--- config.mk ---
export PLATFORM = sky130hd
export DESIGN_NAME = nru_page_replacement
export DESIGN_NICKNAME = d
export VERILOG_FILES = /design/src/rtl/core/nru_pkg.sv /design/src/rtl/core/nru_page_replacement.sv
export SDC_FILE = /design/constraint.sdc
export NUM_CORES = 1
export LEC_CHECK = 0
export BUFFER_PORTS_ARGS = -buffer_cell sky130_fd_sc_hd__buf_2
export CORE_ASPECT_RATIO = 0.5
export CORE_MARGIN = 4
export CORE_UTILIZATION = 55
export DETAILED_ROUTE_END_ITERATION = 16
export MAX_ROUTING_LAYER = met4
export PLACE_DENSITY = 0.71
export SYNTH_ARGS = -nofsm -noshare
export SYNTH_HDL_FRONTEND = slang
export SYNTH_SLANG_ARGS = --single-unit
--- constraint.sdc ---
create_clock -name clk_i -period 14 [get_ports clk_i]
set_input_delay 1.4 -clock clk_i [delete_from_list [all_inputs] [get_ports clk_i]]
set_output_delay 1.4 -clock clk_i [all_outputs]
set_load 0.02 [all_outputs]
--- src/rtl/core/nru_pkg.sv ---
// Shared constants for the not-recently-used page replacement block.
// Holds field widths, reset values and parameter defaults; no dependencies.
package nru_pkg;

  localparam int unsigned DEF_MAX_FRAMES = 16;
  localparam int unsigned DEF_PAGE_BITS  = 8;

  // Frame limit register and resident count port widths.
  localparam int unsigned CFG_W   = 5;
  localparam int unsigned COUNT_W = 5;

  localparam logic [CFG_W-1:0] FRAMES_RESET = CFG_W'(16);

  // Page classes run 0..3; the ceiling sits above every real class.
  localparam int unsigned CLASS_W = 3;
  localparam logic [CLASS_W-1:0] CLASS_CEILING = CLASS_W'(4);

endpackage

--- src/rtl/core/nru_page_replacement.sv ---
// A request runs from acceptance through a scan of the resident pages to done_o on a hit or
// an append; an eviction adds a compaction pass over the entries after the victim.
// Throughput: one request at a time, paced by a single frame list port that the scan and the
// compaction share; a new request may be issued in the cycle done_o is high.
// After reset busy_o stays high while the page bit tables are cleared. The receiver cannot
// stall; done_o is a single-cycle strobe.
module nru_page_replacement #(
  parameter int unsigned MAX_FRAMES = nru_pkg::DEF_MAX_FRAMES,
  parameter int unsigned PAGE_BITS  = nru_pkg::DEF_PAGE_BITS
) (
  input  logic                       clk_i,
  input  logic                       rst_ni,
  input  logic                       start_i,
  output logic                       busy_o,
  input  logic [PAGE_BITS-1:0]       page_i,
  input  logic                       kind_i,
  output logic                       done_o,
  output logic                       hit_o,
  output logic                       evicted_o,
  output logic [PAGE_BITS-1:0]       victim_page_o,
  output logic [nru_pkg::COUNT_W-1:0] resident_count_o,
  input  logic                       cfg_valid_i,
  output logic                       cfg_ready_o,
  input  logic [nru_pkg::CFG_W-1:0]  cfg_data_i
);
  import nru_pkg::*;

  localparam int unsigned IDX_W      = (MAX_FRAMES > 1) ? $clog2(MAX_FRAMES) : 1;
  localparam int unsigned LEN_W      = $clog2(MAX_FRAMES + 1);
  localparam int unsigned LIM_W      = (LEN_W > CFG_W) ? LEN_W : CFG_W;
  localparam int unsigned PAGE_SPACE = 1 << PAGE_BITS;

  typedef enum logic [2:0] {
    ST_CLEAR,
    ST_IDLE,
    ST_SCAN,
    ST_DECIDE,
    ST_SHIFT
  } state_e;

  state_e               state_q, state_d;
  logic [CFG_W-1:0]     frames_q;
  logic [PAGE_BITS-1:0] clr_q, clr_d;
  logic [PAGE_BITS-1:0] pg_q, pg_d;
  logic                 kind_q, kind_d;
  logic [LEN_W-1:0]     len_q, len_d;
  logic [LEN_W-1:0]     rd_idx_q, rd_idx_d;
  logic [LEN_W-1:0]     wr_idx_q, wr_idx_d;
  logic                 s1_valid_q, s1_valid_d;
  logic [LEN_W-1:0]     s1_idx_q, s1_idx_d;
  logic                 s2_valid_q, s2_valid_d;
  logic [LEN_W-1:0]     s2_idx_q, s2_idx_d;
  logic [PAGE_BITS-1:0] s2_page_q, s2_page_d;
  logic                 hit_q, hit_d;
  logic [CLASS_W-1:0]   least_q, least_d;
  logic [LEN_W-1:0]     pos_q, pos_d;
  logic [PAGE_BITS-1:0] victim_q, victim_d;
  logic                 done_q, done_d;
  logic                 out_hit_q, out_hit_d;
  logic                 out_ev_q, out_ev_d;
  logic [PAGE_BITS-1:0] out_vp_q, out_vp_d;
  logic [COUNT_W-1:0]   out_cnt_q, out_cnt_d;

  // Frame list memory: one write port, one registered read port.
  logic [PAGE_BITS-1:0] frame_mem [MAX_FRAMES];
  logic                 frame_we;
  logic [IDX_W-1:0]     frame_wa;
  logic [PAGE_BITS-1:0] frame_wd;
  logic [IDX_W-1:0]     frame_ra;
  logic [PAGE_BITS-1:0] frame_rd_q;

  // Referenced and modified bit tables, cleared by a sweep after reset.
  logic                 ref_mem [PAGE_SPACE];
  logic                 mod_mem [PAGE_SPACE];
  logic                 ref_we, mod_we, ref_wd, mod_wd;
  logic [PAGE_BITS-1:0] bit_wa;
  logic                 ref_rd_q, mod_rd_q;

  logic [LIM_W-1:0]     cfg_ext, lim;
  logic                 below_lim;
  logic                 issue;
  logic [LEN_W-1:0]     len_m1;
  logic [CLASS_W-1:0]   cls;

  assign busy_o           = (state_q != ST_IDLE);
  assign done_o           = done_q;
  assign hit_o            = out_hit_q;
  assign evicted_o        = out_ev_q;
  assign victim_page_o    = out_vp_q;
  assign resident_count_o = out_cnt_q;
  assign cfg_ready_o      = 1'b1;

  // A limit of zero acts as one, and one above the list depth acts as the depth.
  assign cfg_ext   = LIM_W'(frames_q);
  assign lim       = (cfg_ext == '0) ? LIM_W'(1) :
                     (cfg_ext > LIM_W'(MAX_FRAMES)) ? LIM_W'(MAX_FRAMES) : cfg_ext;
  assign below_lim = (LIM_W'(len_q) < lim);
  assign issue     = (rd_idx_q < len_q);
  assign len_m1    = len_q - LEN_W'(1);
  assign cls       = {1'b0, ref_rd_q, mod_rd_q};

  always_comb begin
    state_d    = state_q;
    clr_d      = clr_q;
    pg_d       = pg_q;
    kind_d     = kind_q;
    len_d      = len_q;
    rd_idx_d   = rd_idx_q;
    wr_idx_d   = wr_idx_q;
    s1_valid_d = 1'b0;
    s1_idx_d   = rd_idx_q;
    s2_valid_d = 1'b0;
    s2_idx_d   = s1_idx_q;
    s2_page_d  = frame_rd_q;
    hit_d      = hit_q;
    least_d    = least_q;
    pos_d      = pos_q;
    victim_d   = victim_q;
    done_d     = 1'b0;
    out_hit_d  = out_hit_q;
    out_ev_d   = out_ev_q;
    out_vp_d   = out_vp_q;
    out_cnt_d  = out_cnt_q;
    frame_we   = 1'b0;
    frame_wa   = wr_idx_q[IDX_W-1:0];
    frame_wd   = frame_rd_q;
    frame_ra   = rd_idx_q[IDX_W-1:0];
    ref_we     = 1'b0;
    mod_we     = 1'b0;
    ref_wd     = 1'b1;
    mod_wd     = 1'b1;
    bit_wa     = pg_q;

    unique case (state_q)
      ST_CLEAR: begin
        ref_we = 1'b1;
        mod_we = 1'b1;
        ref_wd = 1'b0;
        mod_wd = 1'b0;
        bit_wa = clr_q;
        clr_d  = clr_q + 1'b1;
        if (clr_q == '1) begin
          state_d = ST_IDLE;
        end
      end
      ST_IDLE: begin
        if (start_i) begin
          pg_d     = page_i;
          kind_d   = kind_i;
          rd_idx_d = '0;
          hit_d    = 1'b0;
          least_d  = CLASS_CEILING;
          pos_d    = '0;
          state_d  = ST_SCAN;
        end
      end
      ST_SCAN: begin
        // Three-deep pipeline: list read, page compare and bit lookup, class compare.
        if (issue) begin
          rd_idx_d = rd_idx_q + 1'b1;
        end
        s1_valid_d = issue;
        s2_valid_d = s1_valid_q;
        if (s1_valid_q && (frame_rd_q == pg_q)) begin
          hit_d = 1'b1;
        end
        if (s2_valid_q && (cls < least_q)) begin
          least_d  = cls;
          pos_d    = s2_idx_q;
          victim_d = s2_page_q;
        end
        if (!issue && !s1_valid_q && !s2_valid_q) begin
          state_d = ST_DECIDE;
        end
      end
      ST_DECIDE: begin
        if (hit_q || below_lim) begin
          if (!hit_q) begin
            frame_we = 1'b1;
            frame_wa = len_q[IDX_W-1:0];
            frame_wd = pg_q;
            len_d    = len_q + 1'b1;
          end
          ref_we    = 1'b1;
          mod_we    = kind_q;
          done_d    = 1'b1;
          out_hit_d = hit_q;
          out_ev_d  = 1'b0;
          out_vp_d  = '0;
          out_cnt_d = hit_q ? COUNT_W'(len_q) : COUNT_W'(len_q + 1'b1);
          state_d   = ST_IDLE;
        end else begin
          rd_idx_d = pos_q + 1'b1;
          wr_idx_d = pos_q;
          state_d  = ST_SHIFT;
        end
      end
      ST_SHIFT: begin
        // Entries after the victim move down one place; each is written in the cycle after its read.
        if (issue) begin
          rd_idx_d = rd_idx_q + 1'b1;
        end
        s1_valid_d = issue;
        if (s1_valid_q) begin
          frame_we = 1'b1;
          wr_idx_d = wr_idx_q + 1'b1;
        end else if (!issue) begin
          frame_we  = 1'b1;
          frame_wa  = len_m1[IDX_W-1:0];
          frame_wd  = pg_q;
          ref_we    = 1'b1;
          mod_we    = kind_q;
          done_d    = 1'b1;
          out_hit_d = 1'b0;
          out_ev_d  = 1'b1;
          out_vp_d  = victim_q;
          out_cnt_d = COUNT_W'(len_q);
          state_d   = ST_IDLE;
        end
      end
      default: begin
        state_d = ST_IDLE;
      end
    endcase
  end

  always_ff @(posedge clk_i or negedge rst_ni) begin
    if (!rst_ni) begin
      state_q    <= ST_CLEAR;
      frames_q   <= FRAMES_RESET;
      clr_q      <= '0;
      pg_q       <= '0;
      kind_q     <= 1'b0;
      len_q      <= '0;
      rd_idx_q   <= '0;
      wr_idx_q   <= '0;
      s1_valid_q <= 1'b0;
      s1_idx_q   <= '0;
      s2_valid_q <= 1'b0;
      s2_idx_q   <= '0;
      s2_page_q  <= '0;
      hit_q      <= 1'b0;
      least_q    <= CLASS_CEILING;
      pos_q      <= '0;
      victim_q   <= '0;
      done_q     <= 1'b0;
      out_hit_q  <= 1'b0;
      out_ev_q   <= 1'b0;
      out_vp_q   <= '0;
      out_cnt_q  <= '0;
    end else begin
      state_q    <= state_d;
      if (cfg_valid_i) begin
        frames_q <= cfg_data_i;
      end
      clr_q      <= clr_d;
      pg_q       <= pg_d;
      kind_q     <= kind_d;
      len_q      <= len_d;
      rd_idx_q   <= rd_idx_d;
      wr_idx_q   <= wr_idx_d;
      s1_valid_q <= s1_valid_d;
      s1_idx_q   <= s1_idx_d;
      s2_valid_q <= s2_valid_d;
      s2_idx_q   <= s2_idx_d;
      s2_page_q  <= s2_page_d;
      hit_q      <= hit_d;
      least_q    <= least_d;
      pos_q      <= pos_d;
      victim_q   <= victim_d;
      done_q     <= done_d;
      out_hit_q  <= out_hit_d;
      out_ev_q   <= out_ev_d;
      out_vp_q   <= out_vp_d;
      out_cnt_q  <= out_cnt_d;
    end
  end

  always_ff @(posedge clk_i) begin
    if (frame_we) begin
      frame_mem[frame_wa] <= frame_wd;
    end
    frame_rd_q <= frame_mem[frame_ra];
  end

  // The bit tables are looked up at the page just read from the list.
  always_ff @(posedge clk_i) begin
    if (ref_we) begin
      ref_mem[bit_wa] <= ref_wd;
    end
    if (mod_we) begin
      mod_mem[bit_wa] <= mod_wd;
    end
    ref_rd_q <= ref_mem[frame_rd_q];
    mod_rd_q <= mod_mem[frame_rd_q];
  end

endmodule

# Word-level counts from Yosys, hierarchy flattened
# Memory sizes are Yosys's and may differ from the RTL's. A register that Yosys moved wholly into a read port is not among the register bits.
# Index checks and enable logic that the tools add are counted.
# totals
ram_bits	640
word_cells	150
mem_count	3
romBits	0
regBits	93
latch_bits	0
# op_classes
div	0
mux	74
bitwise_logic	0
n_eq_ne	18
n_addsub	6
n_shift	0
n_reduce_logical	23
order_cmp	4
multipliers	0
# memory_table
name	words	word_bits	read_ports	rd_ports_with_merged_regs	write_ports	line_no	text
mod_mem	256	1	1	1	1	nru_page_replacement.sv:74	logic mod_mem [PAGE_SPACE];
ref_mem	256	1	1	1	1	nru_page_replacement.sv:73	logic ref_mem [PAGE_SPACE];
frame_mem	16	8	1	1	1	nru_page_replacement.sv:65	logic [PAGE_BITS-1:0] frame_mem [MAX_FRAMES];
# op_table
op	n
two-way mux 8 bit	8
two-way mux 5 bit	12
one-hot mux 8 bit (2 select lines)	2
one-hot mux 5 bit (2 select lines)	3
two-way mux 1 bit	26
two-way mux 3 bit	8
adder 5 x 1 -> 5 bit, second input constant	4
!= test 2 bit, second input constant	10
two-way mux 4 bit	4
one-hot mux 3 bit (5 select lines)	1
one-hot mux 5 bit (3 select lines)	1
< comparator 5 bit	2
one-hot mux 1 bit (2 select lines)	5
AND reduction 3 bit	3
adder 8 x 1 -> 8 bit, second input constant	1
equality test 8 bit	1
equality test 8 bit, second input constant	1
one-hot mux 4 bit (2 select lines)	1
AND reduction 4 bit	2
equality test 3 x 2 -> 1 bit, second input constant	2
one-hot mux 1 bit (3 select lines)	2
one-hot mux 3 bit (2 select lines)	1
AND reduction 2 bit	3
greater-than comparator 5 bit, second input constant	1
other kinds (15)	21

# Logic depth before layout (Yosys ltp)
# Gate-level depths: netlist of run 1.
# depth
depth_word	9
mapped_depth	13
ltp_nobuf	11

# Least setup slack after synthesis of run 1
# No wires, ideal clock.
# synth_path
kind	register to register
startpoint	register state_q[0]
endpoint	memory mod_mem[103] (enable)
path_stages_with_launch	9
required_time_ps	13700
synth_period_minus_slack_ps	9186
slack_ps	4814
arrival_time_ps	8886
path_cell_list	dfrtp_1 buf_2 nor3_1 clkinv_1 o21ai_2 o21a_1 buf_4 nand2_1 nor2_1
# synth_between
elab_chain_cells	4
# synth_lines
item	line_no	text
start, declared	nru_page_replacement.sv:41	state_e state_q, state_d;
start signal, assigned	nru_page_replacement.sv:252	state_q <= state_d;
equality test 3 bit (tied with other cells)	nru_page_replacement.sv:134	unique case (state_q)
one-hot mux 1 bit (3 select lines)	nru_page_replacement.sv:134	
two-way mux 1 bit	nru_page_replacement.sv:291	if (mod_we) begin
two-way mux 1 bit (not written as such)	nru_page_replacement.sv:292	mod_mem[bit_wa] <= mod_wd;
end, declared	nru_page_replacement.sv:74	
# Parallel ways exist; a longest one is shown, timed or not.

# Worst setup path in the final report of run 1
# layout_path
startpoint	register rd_idx_q[3]
endpoint	memory ref_mem[152] (enable)
# layout_between
elab_chain_cells	6
# layout_lines
item	line_no	text
start, declared	nru_page_replacement.sv:47	logic [LEN_W-1:0] rd_idx_q, rd_idx_d;
start signal, assigned	nru_page_replacement.sv:260	rd_idx_q <= rd_idx_d;
< comparator 5 bit	nru_page_replacement.sv:98	assign issue = (rd_idx_q < len_q);
two-way mux 1 bit	nru_page_replacement.sv:207	end else if (!issue) begin
two-way mux 1 bit	nru_page_replacement.sv:204	if (s1_valid_q) begin
one-hot mux 1 bit (3 select lines)	nru_page_replacement.sv:134	
two-way mux 1 bit	nru_page_replacement.sv:288	if (ref_we) begin
two-way mux 1 bit (not written as such)	nru_page_replacement.sv:289	ref_mem[bit_wa] <= ref_wd;
end, declared	nru_page_replacement.sv:73	
# No other way between the ends.

==> results of run 1 <==
-- sequential cells by signal, summed over array words and instances (netlist names), 8 cells and up --
register       cells
mod_mem          256
pg_q               8
ref_mem          256
s2_page_q          8
frame_mem        128
victim_page_o      8
frame_rd_q         8
clr_q              8
victim_q           8
-- per-layer routing --
metal,wire (µm),global-route usage,vias to the layer above
li1,-,-,8278
met1,28640,0.3167,9393
met2,33060,0.3675,734
met3,6054,0.05388,102
met4,1359,0.05971,0
met5,0,-,-
-- cell usage after synthesis, types with 5 or more instances --
cell type / n / area [µm²]
edfxtp_1: 640 / 19220
nor2_1: 546 / 2049
nand2_1: 188 / 705.7
mux4_2: 154 / 3468
dfrtp_1: 90 / 2252
buf_2: 79 / 395.4
a22oi_1: 65 / 488.0
a21oi_1: 52 / 260.3
clkbuf_1: 49 / 183.9
nand3_1: 44 / 220.2
mux2_2: 33 / 371.6
o21ai_0: 28 / 140.1
inv_1: 23 / 86.33
xnor2_1: 18 / 157.7
ha_1: 14 / 175.2
mux4_1: 14 / 367.9
nand2b_1: 14 / 87.58
nor3_1: 13 / 65.06
o31ai_1: 11 / 82.58
dfxtp_1: 10 / 200.2
buf_1: 9 / 33.78
nor2b_1: 9 / 56.30
o21ai_1: 8 / 40.04
xor2_1: 8 / 70.07
o21a_1: 7 / 52.55
and3_1: 6 / 37.54
buf_6: 6 / 67.56
nor4_1: 6 / 37.54
o41ai_1: 6 / 52.55
and2_1: 5 / 31.28
buf_4: 5 / 37.54
-- power groups by stage --
stage	logic, mW	clock network [mW]	registers (mW)
2_1_floorplan	1.45	0	3.23
3_3_place_gp	1.98	0	3.12
3_5_place_dp	2.02	0	3.13
4_1_cts	2.02	1.90	3.08
5_1_grt	2.20	2.00	3.10
6_report	2.04	1.87	3.08
-- per-stage QoR --
step	hold slack, ns	cell area (µm²)	power (mW)	worst slack, ns	util
floorplan	0.3312	32070	4.679	4.814	-
global placement	0.3316	32940	5.105	9.272	0.5722
detailed placement	0.3347	32940	5.144	9.271	0.5722
CTS	0.3491	35170	7.010	9.255	0.6110
global route	0.3589	35170	7.298	8.873	0.6111
finish	0.3465	35170	6.992	9.338	0.6111
-- path summary, 6_finish.rpt --
| check | slack (ns) | start | endpoint | depth (start not counted) |
|---|---|---|---|---|
| min in group asynchronous | 0.76 | rst_ni | s2_idx_q[1] | 1 |
| setup / recovery | 9.34 | rd_idx_q[3] | ref_mem[152] | 10 |
| max in group asynchronous | 12.16 | rst_ni | pg_q[7] | 2 |
| hold reg to reg | 0.35 | s1_idx_q[2] | s2_idx_q[2] | 0 |
| hold / removal | 0.35 | s1_idx_q[2] | s2_idx_q[2] | 0 |
| setup reg to reg | 9.34 | rd_idx_q[3] | ref_mem[152] | 10 |
-- placed cells by master (no fill, tap or decap), drive strengths merged, types with 44 or more instances in the layout --
cell type,instances
buf,78
edfxtp,640
nand3,44
clkbuf,87
nand2,188
a21oi,52
nor2,546
dfrtp,90
a22oi,65
mux4,168
-- cell type report --
cell class,instances,share of cell area
Antenna cell,2,0.0001423
Clock buffer,87,0.05243
Clock inverter,37,0.01096
Inverter,26,0.002988
Multi-Input combinational cell,1307,0.2740
Sequential cell,742,0.6179
Tap cell,768,0.02732
Timing Repair Buffer,78,0.01430
-- kinds of logic after synthesis --
family | share of synthesized area
AO/OA/AOI/OAI | 0.04662
XOR/XNOR | 0.007100
multiplexers | 0.1315
adder cells (fa/ha/maj) | 0.005462
AND/OR/NAND/NOR | 0.1063
flip-flops | 0.6773
buffers and inverters | 0.02559
other | 0.0001169
==> key figures, run 1 <==
Worst hold path
  • Worst min path class: flip-flop to flip-flop

STA
  • Setup violators final: 0
  • TNS Setup: 0 ns
  • Final Hold Fails: 0
  • Worst Tran Pin Value: 1.282 ns
  • Setup repair after global routing missed its margin: false
  • Relative slew margins: 0.1446
  • Max Freq: about 210 MHz
  • Fin crit period: 4.662 ns
  • Max-slew violations: 0
  • Final cycle utilization of the critical path: 0.3330
  • Clock Skew: 0.03056 ns

Clock network
  • Root buf cell: clkbuf_16
  • Hold buffer count at cts: 0
  • CTS tree: done
  • Skew-Pair Late Insertion Delay: between 0.6 and 0.7 ns
  • H-tree depth: 3
  • Clock transition at path regs: 0.06 ns
  • Post_cts resized: 0
  • # clock sinks: approximately 740
  • Post CTS Setup Buffer Count: 0
  • Num CTS Buffers: 67
  • Clk buf depth: 3

Routing
  • WL per Instance: ~23 µm
  • Post-DRT Antenna Nets: 0
  • TritonRoute pass-1 iters: 5
  • Vias per inst: 6.074
  • DRT Wirelength: ~69 mm
  • Drt drc: 0
  • Initial DRC count: around 2000
  • Via count: 18510

Layout
  • Area of the multi-input gates: 9637 µm²
  • Layout Nets: 2254
  • Synthesis-to-finish area growth: 9.663%
  • Register area: 21730 µm²
  • Fillcell total: between 4000 and 5000
  • Non-filler cells, final: roughly 3000
  • Layout cell share with drive strength beyond 1: 0.1752

Critical path
  • Worst EP arrival: 4.97 ns
  • CP max stage cell: buf_4
  • CP Launch Type: flip-flop
  • Critical Path Sink Type: flip-flop
  • CP Buf/Inv Count: 3
  • Crit-path cells: ha_1, a211oi_1, o21ai_2, nand2_1, and2_1, inv_2, a32oi_4, buf_4, buf_4, nor2_1
  • Most used cell, CP: buf_4
  • Data required, critical path: 14.31 ns
  • Kind of critical path: flip-flop to flip-flop
  • CP top delay family: buffers and inverters
  • Max Fanout on Critical Path: 92
  • Worst path max stage delay: approximately 0.85 ns

Floorplan
  • I/O pins: 36
  • Die ar.: 62480 µm²
  • Row cnt: 62
  • Die Wd: about 350 µm
  • Chip height: 178.8 µm
  • Initial Utilization: 0.5572
  • Core footprint: about 58000 µm²

Yosys
  • Fraction of registers with async set/reset: 0.1240
  • Cell area after synthesis: 32070 µm²
  • Yosys reg bits: 742
  • Synthesized area per cell: 14.42 µm²
  • Syn Nets: 2256
  • Seq/Total Area, Yosys: 0.6773
  • Synth Warn #: 0
  • Synth Instances: roughly 2200
  • Number of flops mapped to enable cells by yosys: 640
  • Netlist cell types: 71
  • Most common flop cell mapped by yosys: edfxtp_1

GRT
  • Largest net degree at the start of global routing: 145
  • Number of global-route vias before repair: 18740
  • Remaining Overflow, GRT: 0
  • Antenna violations before repair: 1
  • Tot GR Track Use: 0.2344
  • Global-route wire length before repair: 108.6 mm

Placed design
  • Post-detail-place hpwl: 41.11 mm
  • Routability Congestion: 0.8372
  • Buffers added on ports: 34
  • Placed Cells: ~2900

Pwr
  • Register share of total power: 0.441
  • Maximum VDD drop: between 0.15 and 0.2 mV
  • Psw: 2.427 mW
  • Int Power: 4.566 mW
  • Switching portion of total power: 0.3470
  • Lkg Pwr: 11.28 nW
  • Comb power frac: 0.291
  • P per Cell Area: 198.8 nW/µm²
  • Clock power frac: 0.268

Outcome
  • Status: finished clean

Job
  • Max-cap violations: 0
Power figures use the tool's default switching activity.
==> inputs of run 2 (changes only) <==
--- a/config.mk
+++ b/config.mk
@@ -11,7 +11,7 @@
 export CORE_UTILIZATION = 55
 export DETAILED_ROUTE_END_ITERATION = 16
 export MAX_ROUTING_LAYER = met4
-export PLACE_DENSITY = 0.71
+export PLACE_DENSITY = 0.74
 export SYNTH_ARGS = -nofsm -noshare
 export SYNTH_HDL_FRONTEND = slang
 export SYNTH_SLANG_ARGS = --single-unit
==> constraint.sdc (replaced) <==
create_clock -name clk_i -period 4.2 [get_ports clk_i]
set_input_delay 0.42 -clock clk_i [delete_from_list [all_inputs] [get_ports clk_i]]
set_output_delay 0.42 -clock clk_i [all_outputs]
set_load 0.02 [all_outputs]
==> run 2 against run 1 <==
  * Die area did not move
  * Sequential share of layout area fell by 0.49 points
  * Core utilization rose by 0.49 points
  * Critical path depth fell by 3
  * Final cell count rose by 0.85%
  * Design area rose by 0.80%
  * Non-clock buffer count rose by 36
==> key figures, run 2 (same netlist as run 1, synthesis figures left out) <==
Outcome
  • Status: finished clean (unchanged)

Critical path
  • CP top delay family: simple AND/OR/NAND/NOR gates (was buffers and inverters)
  • CP max stage cell: a22o_1 (was buf_4)
  • Critical Path Sink Type: flip-flop (unchanged)
  • Data required, critical path: 4.51 ns (was 14.31 ns)
  • Most used cell, CP: nor2_1 (was buf_4)
  • R2R Setup Slk: 0.61 ns (was 9.34 ns)
  • CP Launch Type: flip-flop (unchanged)
  • Max Fanout on Critical Path: 88 (was 92)
  • Worst EP arrival: 3.90 ns (was 4.97 ns)
  • Worst path max stage delay: 0.68 ns (was 0.85 ns)
  • Crit-path cells: nor3_2, clkinv_8, nor2_1, a22o_1, buf_12, nand2_1, nor2_1 (was ha_1, a211oi_1, o21ai_2, nand2_1, and2_1, inv_2, a32oi_4, buf_4, buf_4, nor2_1)
  • CP Buf/Inv Count: 2 (was 3)
  • Kind of critical path: flip-flop to flip-flop (unchanged)

Clock network
  • Post_cts resized: 0 (unchanged)
  • Root buf cell: clkbuf_16 (unchanged)
  • Num CTS Buffers: 68 (was 67)
  • Clock transition at path regs: 0.07 ns (was 0.06 ns)
  • H-tree depth: 3 (unchanged)
  • # clock sinks: 742 (unchanged)
  • Clk buf depth: 3 (unchanged)
  • CTS tree: done (unchanged)
  • Skew-Pair Late Insertion Delay: 0.60 ns (was 0.61 ns)

GRT
  • Global-route wire length before repair: 110.7 mm (was 108.6 mm)
  • Number of global-route vias before repair: 18980 (was 18740)
  • Largest net degree at the start of global routing: 129 (was 145)
  • Tot GR Track Use: 0.2386 (was 0.2344)
  • Antenna violations before repair: 1 (unchanged)
  • Remaining Overflow, GRT: 0 (unchanged)

STA
  • Final Hold Fails: 0 (unchanged)
  • Max-slew violations: 0 (unchanged)
  • Fin crit period: 3.590 ns (was 4.662 ns)
  • TNS Setup: 0 ns (unchanged)
  • Setup repair after global routing missed its margin: false (unchanged)
  • Setup violators final: 0 (unchanged)
  • Clock Skew: 0.02126 ns (was 0.03056 ns)
  • Relative slew margins: 0.2084 (was 0.1446)
  • WHS: 0.04381 ns (was 0.3465 ns)
  • Worst Tran Pin Value: 1.180 ns (was 1.282 ns)
  • Final cycle utilization of the critical path: 0.8548 (was 0.3330)
  • Max Freq: 278.5 MHz (was 214.5 MHz)

Routing
  • Vias per inst: 6.196 (was 6.074)
  • Drt drc: 0 (unchanged)
  • WL per Instance: 22.93 µm (was 22.68 µm)
  • DRT Wirelength: 70.47 mm (was 69.12 mm)
  • Via count: 19040 (was 18510)
  • TritonRoute pass-1 iters: 5 (unchanged)
  • Post-DRT Antenna Nets: 0 (unchanged)
  • Initial DRC count: 2264 (was 1952)

Floorplan
  • Die ar.: 62480 µm² (unchanged)
  • Die Wd: 349.5 µm (unchanged)
  • I/O pins: 36 (unchanged)
  • Row cnt: 62 (unchanged)
  • Core footprint: 57560 µm² (unchanged)
  • Chip height: 178.8 µm (unchanged)
  • Initial Utilization: 0.5572 (unchanged)

Layout
  • Commonest non-fill, non-tap cells in the layout: edfxtp_1 (640), nor2_1 (545), nand2_1 (188) (unchanged)
  • Largest regs: mod_mem x256, ref_mem x256, frame_mem x128 (unchanged)
  • ANT cells: 0 (was 2)
  • Non-filler cells, final: 3073 (was 3047)
  • Layout Nets: 2291 (was 2254)
  • Layout cell share with drive strength beyond 1: 0.1848 (was 0.1752)
  • Synthesis-to-finish area growth: 10.54% (was 9.663%)
  • Design area: 35460 µm² (was 35170 µm²)
  • Most common cell after layout, fill and taps aside: edfxtp_1 (unchanged)

Job
  • Max-cap violations: 0 (unchanged)

Pwr
  • P per Cell Area: 661.4 nW/µm² (was 198.8 nW/µm²)
  • Maximum VDD drop: 0.5909 mV (was 0.1965 mV)
  • Clock power frac: 0.259 (was 0.268)
  • Psw: 8.175 mW (was 2.427 mW)
  • Comb power frac: 0.305 (was 0.291)
  • Switching portion of total power: 0.3486 (was 0.3470)
  • Tot Pwr: 23.45 mW (was 6.992 mW)
  • Int Power: 15.28 mW (was 4.566 mW)
  • Register share of total power: 0.437 (was 0.441)
  • Lkg Pwr: 11.44 nW (was 11.28 nW)

Placed design
  • Routability Congestion: 0.8431 (was 0.8372)
  • Buffers added on ports: 34 (unchanged)
  • Placed inst area: 33290 µm² (was 32940 µm²)
  • Placed Cells: 2956 (was 2921)
  • Post-detail-place hpwl: 42.08 mm (was 41.11 mm)

Worst hold path
  • Worst min path class: input pin to flip-flop (was flip-flop to flip-flop)
==> run 2: worst register-to-register path, cell delays in order, from the launching register on <==
cell and delay [ns]:
dfrtp_1 0.53, nor3_2 0.66, clkinv_8 0.43, nor2_1 0.43, a22o_1 0.68, buf_12 0.25, nand2_1 0.14, nor2_1 0.20
==> run 2: path summary, 6_finish.rpt <==
check,from,cells after the start,end
max in group asynchronous,rst_ni,3,pg_q[5]
hold reg to reg,s1_idx_q[1],0,s2_idx_q[1]
setup / recovery,state_q[0],7,ref_mem[204]
setup reg to reg,state_q[0],7,ref_mem[204]
min in group asynchronous,rst_ni,2,rd_idx_q[0]
hold / removal,cfg_data_i[4],3,cfg_ext[4]
==> run 2: power by group through the flow <==
stage	Sequential, mW	Clock, mW	Combinational [mW]
3_3_place_gp	10.4	0	6.92
6_report	10.2	6.06	7.15
3_5_place_dp	10.4	0	7.04
4_1_cts	10.2	6.17	7.09
5_1_grt	10.3	6.47	7.70
2_1_floorplan	10.2	0	4.82
==> run 2: routing by layer <==
layer / wire [µm] / share of wire / global-route usage
met3: 6352 / 0.090 / 0.04538
met1: 28940 / 0.41 / 0.3313
met2: 33230 / 0.47 / 0.3672
met4: 1952 / 0.028 / 0.06940
met5: 0 / 0 / -
==> run 2: cell type report <==
class	instances	area [µm²]
Tap cell	768	960.9
Fill cell	4152	22110
Clock buffer	88	1839
Timing Repair Buffer	114	875.8
Clock inverter	28	312.8
Sequential cell	742	21730
Multi-Input combinational cell	1307	9624
Inverter	26	110.1
==> run 2: repair_timing <==
action,4_1_cts,5_1_grt
setup buffers,0,0
hold buffers,1,0
endpoints found under the hold margin,60,0
==> run 2: per-stage QoR <==
stage,setup WS [ns],util
6_report,0.6097,0.6160
5_1_grt,0.3820,0.6160
4_1_cts,0.6574,0.6160
3_5_place_dp,0.6760,0.5784
3_3_place_gp,0.7324,0.5784
2_1_floorplan,0.08732,-
==> inputs of run 3 (changes only) <==
--- a/config.mk
+++ b/config.mk
@@ -12,6 +12,7 @@
 export DETAILED_ROUTE_END_ITERATION = 16
 export MAX_ROUTING_LAYER = met4
 export PLACE_DENSITY = 0.74
+export RECOVER_POWER = 50
 export SYNTH_ARGS = -nofsm -noshare
 export SYNTH_HDL_FRONTEND = slang
 export SYNTH_SLANG_ARGS = --single-unit
==> run 3 against run 2 <==
  * The flow now finishes with violations (max-capacitance violations, max-slew violations)
  * Design area decreased by 0.21%
  * Sequential power about the same
  * Final cell count unchanged
  * Clock power about the same
  * Sequential cell count unchanged
  * Clock skew about the same
  * Critical path type unchanged
  * Critical path depth increased by 2
  * Power about the same
  * Core utilization decreased by 0.13 points
  * Setup slack got worse by 0.18 ns
==> key figures, run 3 (same netlist as run 1, synthesis figures left out) <==
Outcome
  • Status: finished, violations left (was finished clean)
  • Failing checks: max-capacitance violations, max-slew violations

STA
  • Setup repair after global routing missed its margin: false (unchanged)
  • PnR worst setup slack: 0.4249 ns (was 0.6097 ns)
  • Max Freq: 264.9 MHz (was 278.5 MHz)
  • Worst Tran Pin Value: 2.253 ns (was 1.180 ns)
  • Relative slew margins: -0.5021 (was 0.2084)
  • Fin crit period: 3.775 ns (was 3.590 ns)
  • Setup violators final: 0 (unchanged)
  • Max-slew violations: 281 (was 0)
  • Clock Skew: 0.02098 ns (was 0.02126 ns)
  • Final cycle utilization of the critical path: 0.8988 (was 0.8548)
  • TNS Setup: 0 ns (unchanged)
  • Final Hold Fails: 0 (unchanged)

Placed design
  • Buffers added on ports: 34 (unchanged)
  • Post-detail-place hpwl: 42.08 mm (unchanged)
  • Placed inst area: 33290 µm² (unchanged)
  • Routability Congestion: 0.8431 (unchanged)
  • Place WS: 0.6760 ns (unchanged)

Job
  • Max-cap violations: 4 (was 0)

GRT
  • Tot GR Track Use: 0.2386 (unchanged)
  • Global-route wire length before repair: 110.7 mm (unchanged)
  • Antenna violations before repair: 1 (unchanged)
  • Remaining Overflow, GRT: 0 (unchanged)
  • Number of global-route vias before repair: 18980 (unchanged)
  • Largest net degree at the start of global routing: 129 (unchanged)

Worst hold path
  • Hold worst-path end: cfg_ext[4] (unchanged)
  • Worst hold start: cfg_data_i[4] (unchanged)
  • Worst min path class: input pin to flip-flop (unchanged)
  • Worst hold stages: 3 (unchanged)

Critical path
  • CP Buf/Inv Count: 2 (unchanged)
  • Worst path max stage delay: 0.59 ns (was 0.68 ns)
  • RR Startpoint: rd_idx_q[2] (was state_q[0])
  • R2R Setup Slk: 0.42 ns (was 0.61 ns)
  • Kind of critical path: flip-flop to flip-flop (unchanged)
  • Data required, critical path: 4.43 ns (was 4.51 ns)
  • Max Fanout on Critical Path: 14 (was 88)
  • CP Launch Type: flip-flop (unchanged)
  • Worst Reg-to-Reg Cells: 9 (was 7)
  • Worst EP arrival: 4.00 ns (was 3.90 ns)
  • CP max stage cell: dfrtp_1 (was a22o_1)
  • Critical Path Sink Type: flip-flop (unchanged)
  • Crit-path cells: ha_1, a211oi_1, o21ai_2, a21oi_1, clkbuf_1, a21oi_1, or2_0, nor2_1, clkbuf_1 (was nor3_2, clkinv_8, nor2_1, a22o_1, buf_12, nand2_1, nor2_1)
  • Reg-to-reg endpoint: frame_mem[14][0] (was ref_mem[204])
  • CP top delay family: compound AO/OA/AOI/OAI gates (was simple AND/OR/NAND/NOR gates)

Clock network
  • Num CTS Buffers: 68 (unchanged)
  • Post CTS Setup Buffer Count: 0 (unchanged)
  • Clock transition at path regs: 0.06 ns (was 0.07 ns)
  • Clk buf depth: 3 (unchanged)
  • Root buf cell: clkbuf_16 (unchanged)
  • H-tree depth: 3 (unchanged)
  • # clock sinks: 742 (unchanged)
  • CTS tree: done (unchanged)
  • Skew-Pair Late Insertion Delay: 0.59 ns (was 0.60 ns)

Routing
  • Drt drc: 0 (unchanged)
  • WL per Instance: 22.97 µm (was 22.93 µm)
  • DRT Wirelength: 70.59 mm (was 70.47 mm)
  • Post-DRT Antenna Nets: 0 (unchanged)
  • Vias per inst: 6.191 (was 6.196)
  • Initial DRC count: 2193 (was 2264)
  • Via count: 19030 (was 19040)
  • TritonRoute pass-1 iters: 5 (unchanged)

Layout
  • Commonest non-fill, non-tap cells in the layout: edfxtp_1 (640), nor2_1 (545), nand2_1 (188) (unchanged)
  • Layout cell share with drive strength beyond 1: 0.1692 (was 0.1848)
  • Fillcell total: 4175 (was 4152)
  • Area of the multi-input gates: 9620 µm² (was 9624 µm²)
  • Most common cell after layout, fill and taps aside: edfxtp_1 (unchanged)
  • Largest regs: mod_mem x256, ref_mem x256, frame_mem x128 (unchanged)
  • ANT cells: 0 (unchanged)
  • Register area: 21730 µm² (about the same)
  • Layout Nets: 2291 (unchanged)
  • Design area: 35380 µm² (was 35460 µm²)
  • Synthesis-to-finish area growth: 10.31% (was 10.54%)

Floorplan
  • Core footprint: 57560 µm² (unchanged)
  • Row cnt: 62 (unchanged)
  • Die ar.: 62480 µm² (unchanged)
  • I/O pins: 36 (unchanged)
  • Die Wd: 349.5 µm (unchanged)
  • Initial Utilization: 0.5572 (unchanged)
  • Chip height: 178.8 µm (unchanged)

Pwr
  • Switching portion of total power: 0.3488 (was 0.3486)
  • Lkg Pwr: 11.32 nW (was 11.44 nW)
  • Clock power frac: 0.259 (about the same)
  • Int Power: 15.28 mW (about the same)
  • Register share of total power: 0.438 (was 0.437)
  • Comb power frac: 0.303 (was 0.305)
  • Maximum VDD drop: 0.5904 mV (was 0.5909 mV)
  • P per Cell Area: 663.2 nW/µm² (was 661.4 nW/µm²)
  • Psw: 8.184 mW (was 8.175 mW)
  • Tot Pwr: 23.46 mW (was 23.45 mW)
run 3: worst max path at each step:
stage / startpoint / end / slack, ns / cells past startpoint
5_1_grt: rd_idx_q[2] / frame_mem[14][0] / 0.21 / 9
6_report: rd_idx_q[2] / frame_mem[14][0] / 0.42 / 9
2_1_floorplan: state_q[0] / ref_mem[16] / 0.09 / 9
3_3_place_gp: state_q[0] / ref_mem[244] / 0.73 / 7
4_1_cts: rd_idx_q[2] / ref_mem[9] / 0.66 / 9
3_5_place_dp: state_q[0] / ref_mem[200] / 0.68 / 7
run 3: worst register-to-register path: stages, from the launching register on:
cell and delay [ns]:
dfrtp_1 0.59, ha_1 0.30, a211oi_1 0.36, o21ai_2 0.21, a21oi_1 0.17, clkbuf_1 0.57, a21oi_1 0.33, or2_0 0.32
nor2_1 0.10, clkbuf_1 0.46
run 3: metrics by stage:
stage / hold WS, ns / cells / util
after CTS: 0.02280 / 3073 / 0.6160
after floorplan: 0.1244 / 2224 / -
final: 0.04345 / 3073 / 0.6147
after global routing: 0.03770 / 3073 / 0.6147
after detailed placement: 0.3347 / 2956 / 0.5784
after global placement: 0.3313 / 2956 / 0.5784
run 3: final cells by class:
class | count | share of cell area
Clock buffer | 88 | 0.05199
Inverter | 26 | 0.003112
Clock inverter | 28 | 0.008841
Timing Repair Buffer | 114 | 0.02285
Multi-Input combinational cell | 1307 | 0.2719
Tap cell | 768 | 0.02716
Sequential cell | 742 | 0.6141
run 3: repair_timing:
item | 4_1_cts | 5_1_grt
hold buffers | 1 | 0
endpoints found under the hold margin | 60 | 0
resized for setup | 0 | 0
run 3: metal layers:
metal  GRT usage  wire, µm  vias to the layer above
met5           -         0                        -
met4     0.06940      2014                        0
met3     0.04538      6344                      151
met2      0.3672     33270                      897
met1      0.3313     28960                     9640
li1            -         -                     8337
run 3: power by group through the flow:
stage | logic [mW] | registers, mW | clock network (mW)
floorplan | 4.82 | 10.2 | 0
global placement | 6.92 | 10.4 | 0
detailed placement | 7.04 | 10.4 | 0
CTS | 7.09 | 10.2 | 6.17
global route | 7.66 | 10.3 | 6.47
finish | 7.10 | 10.3 | 6.08
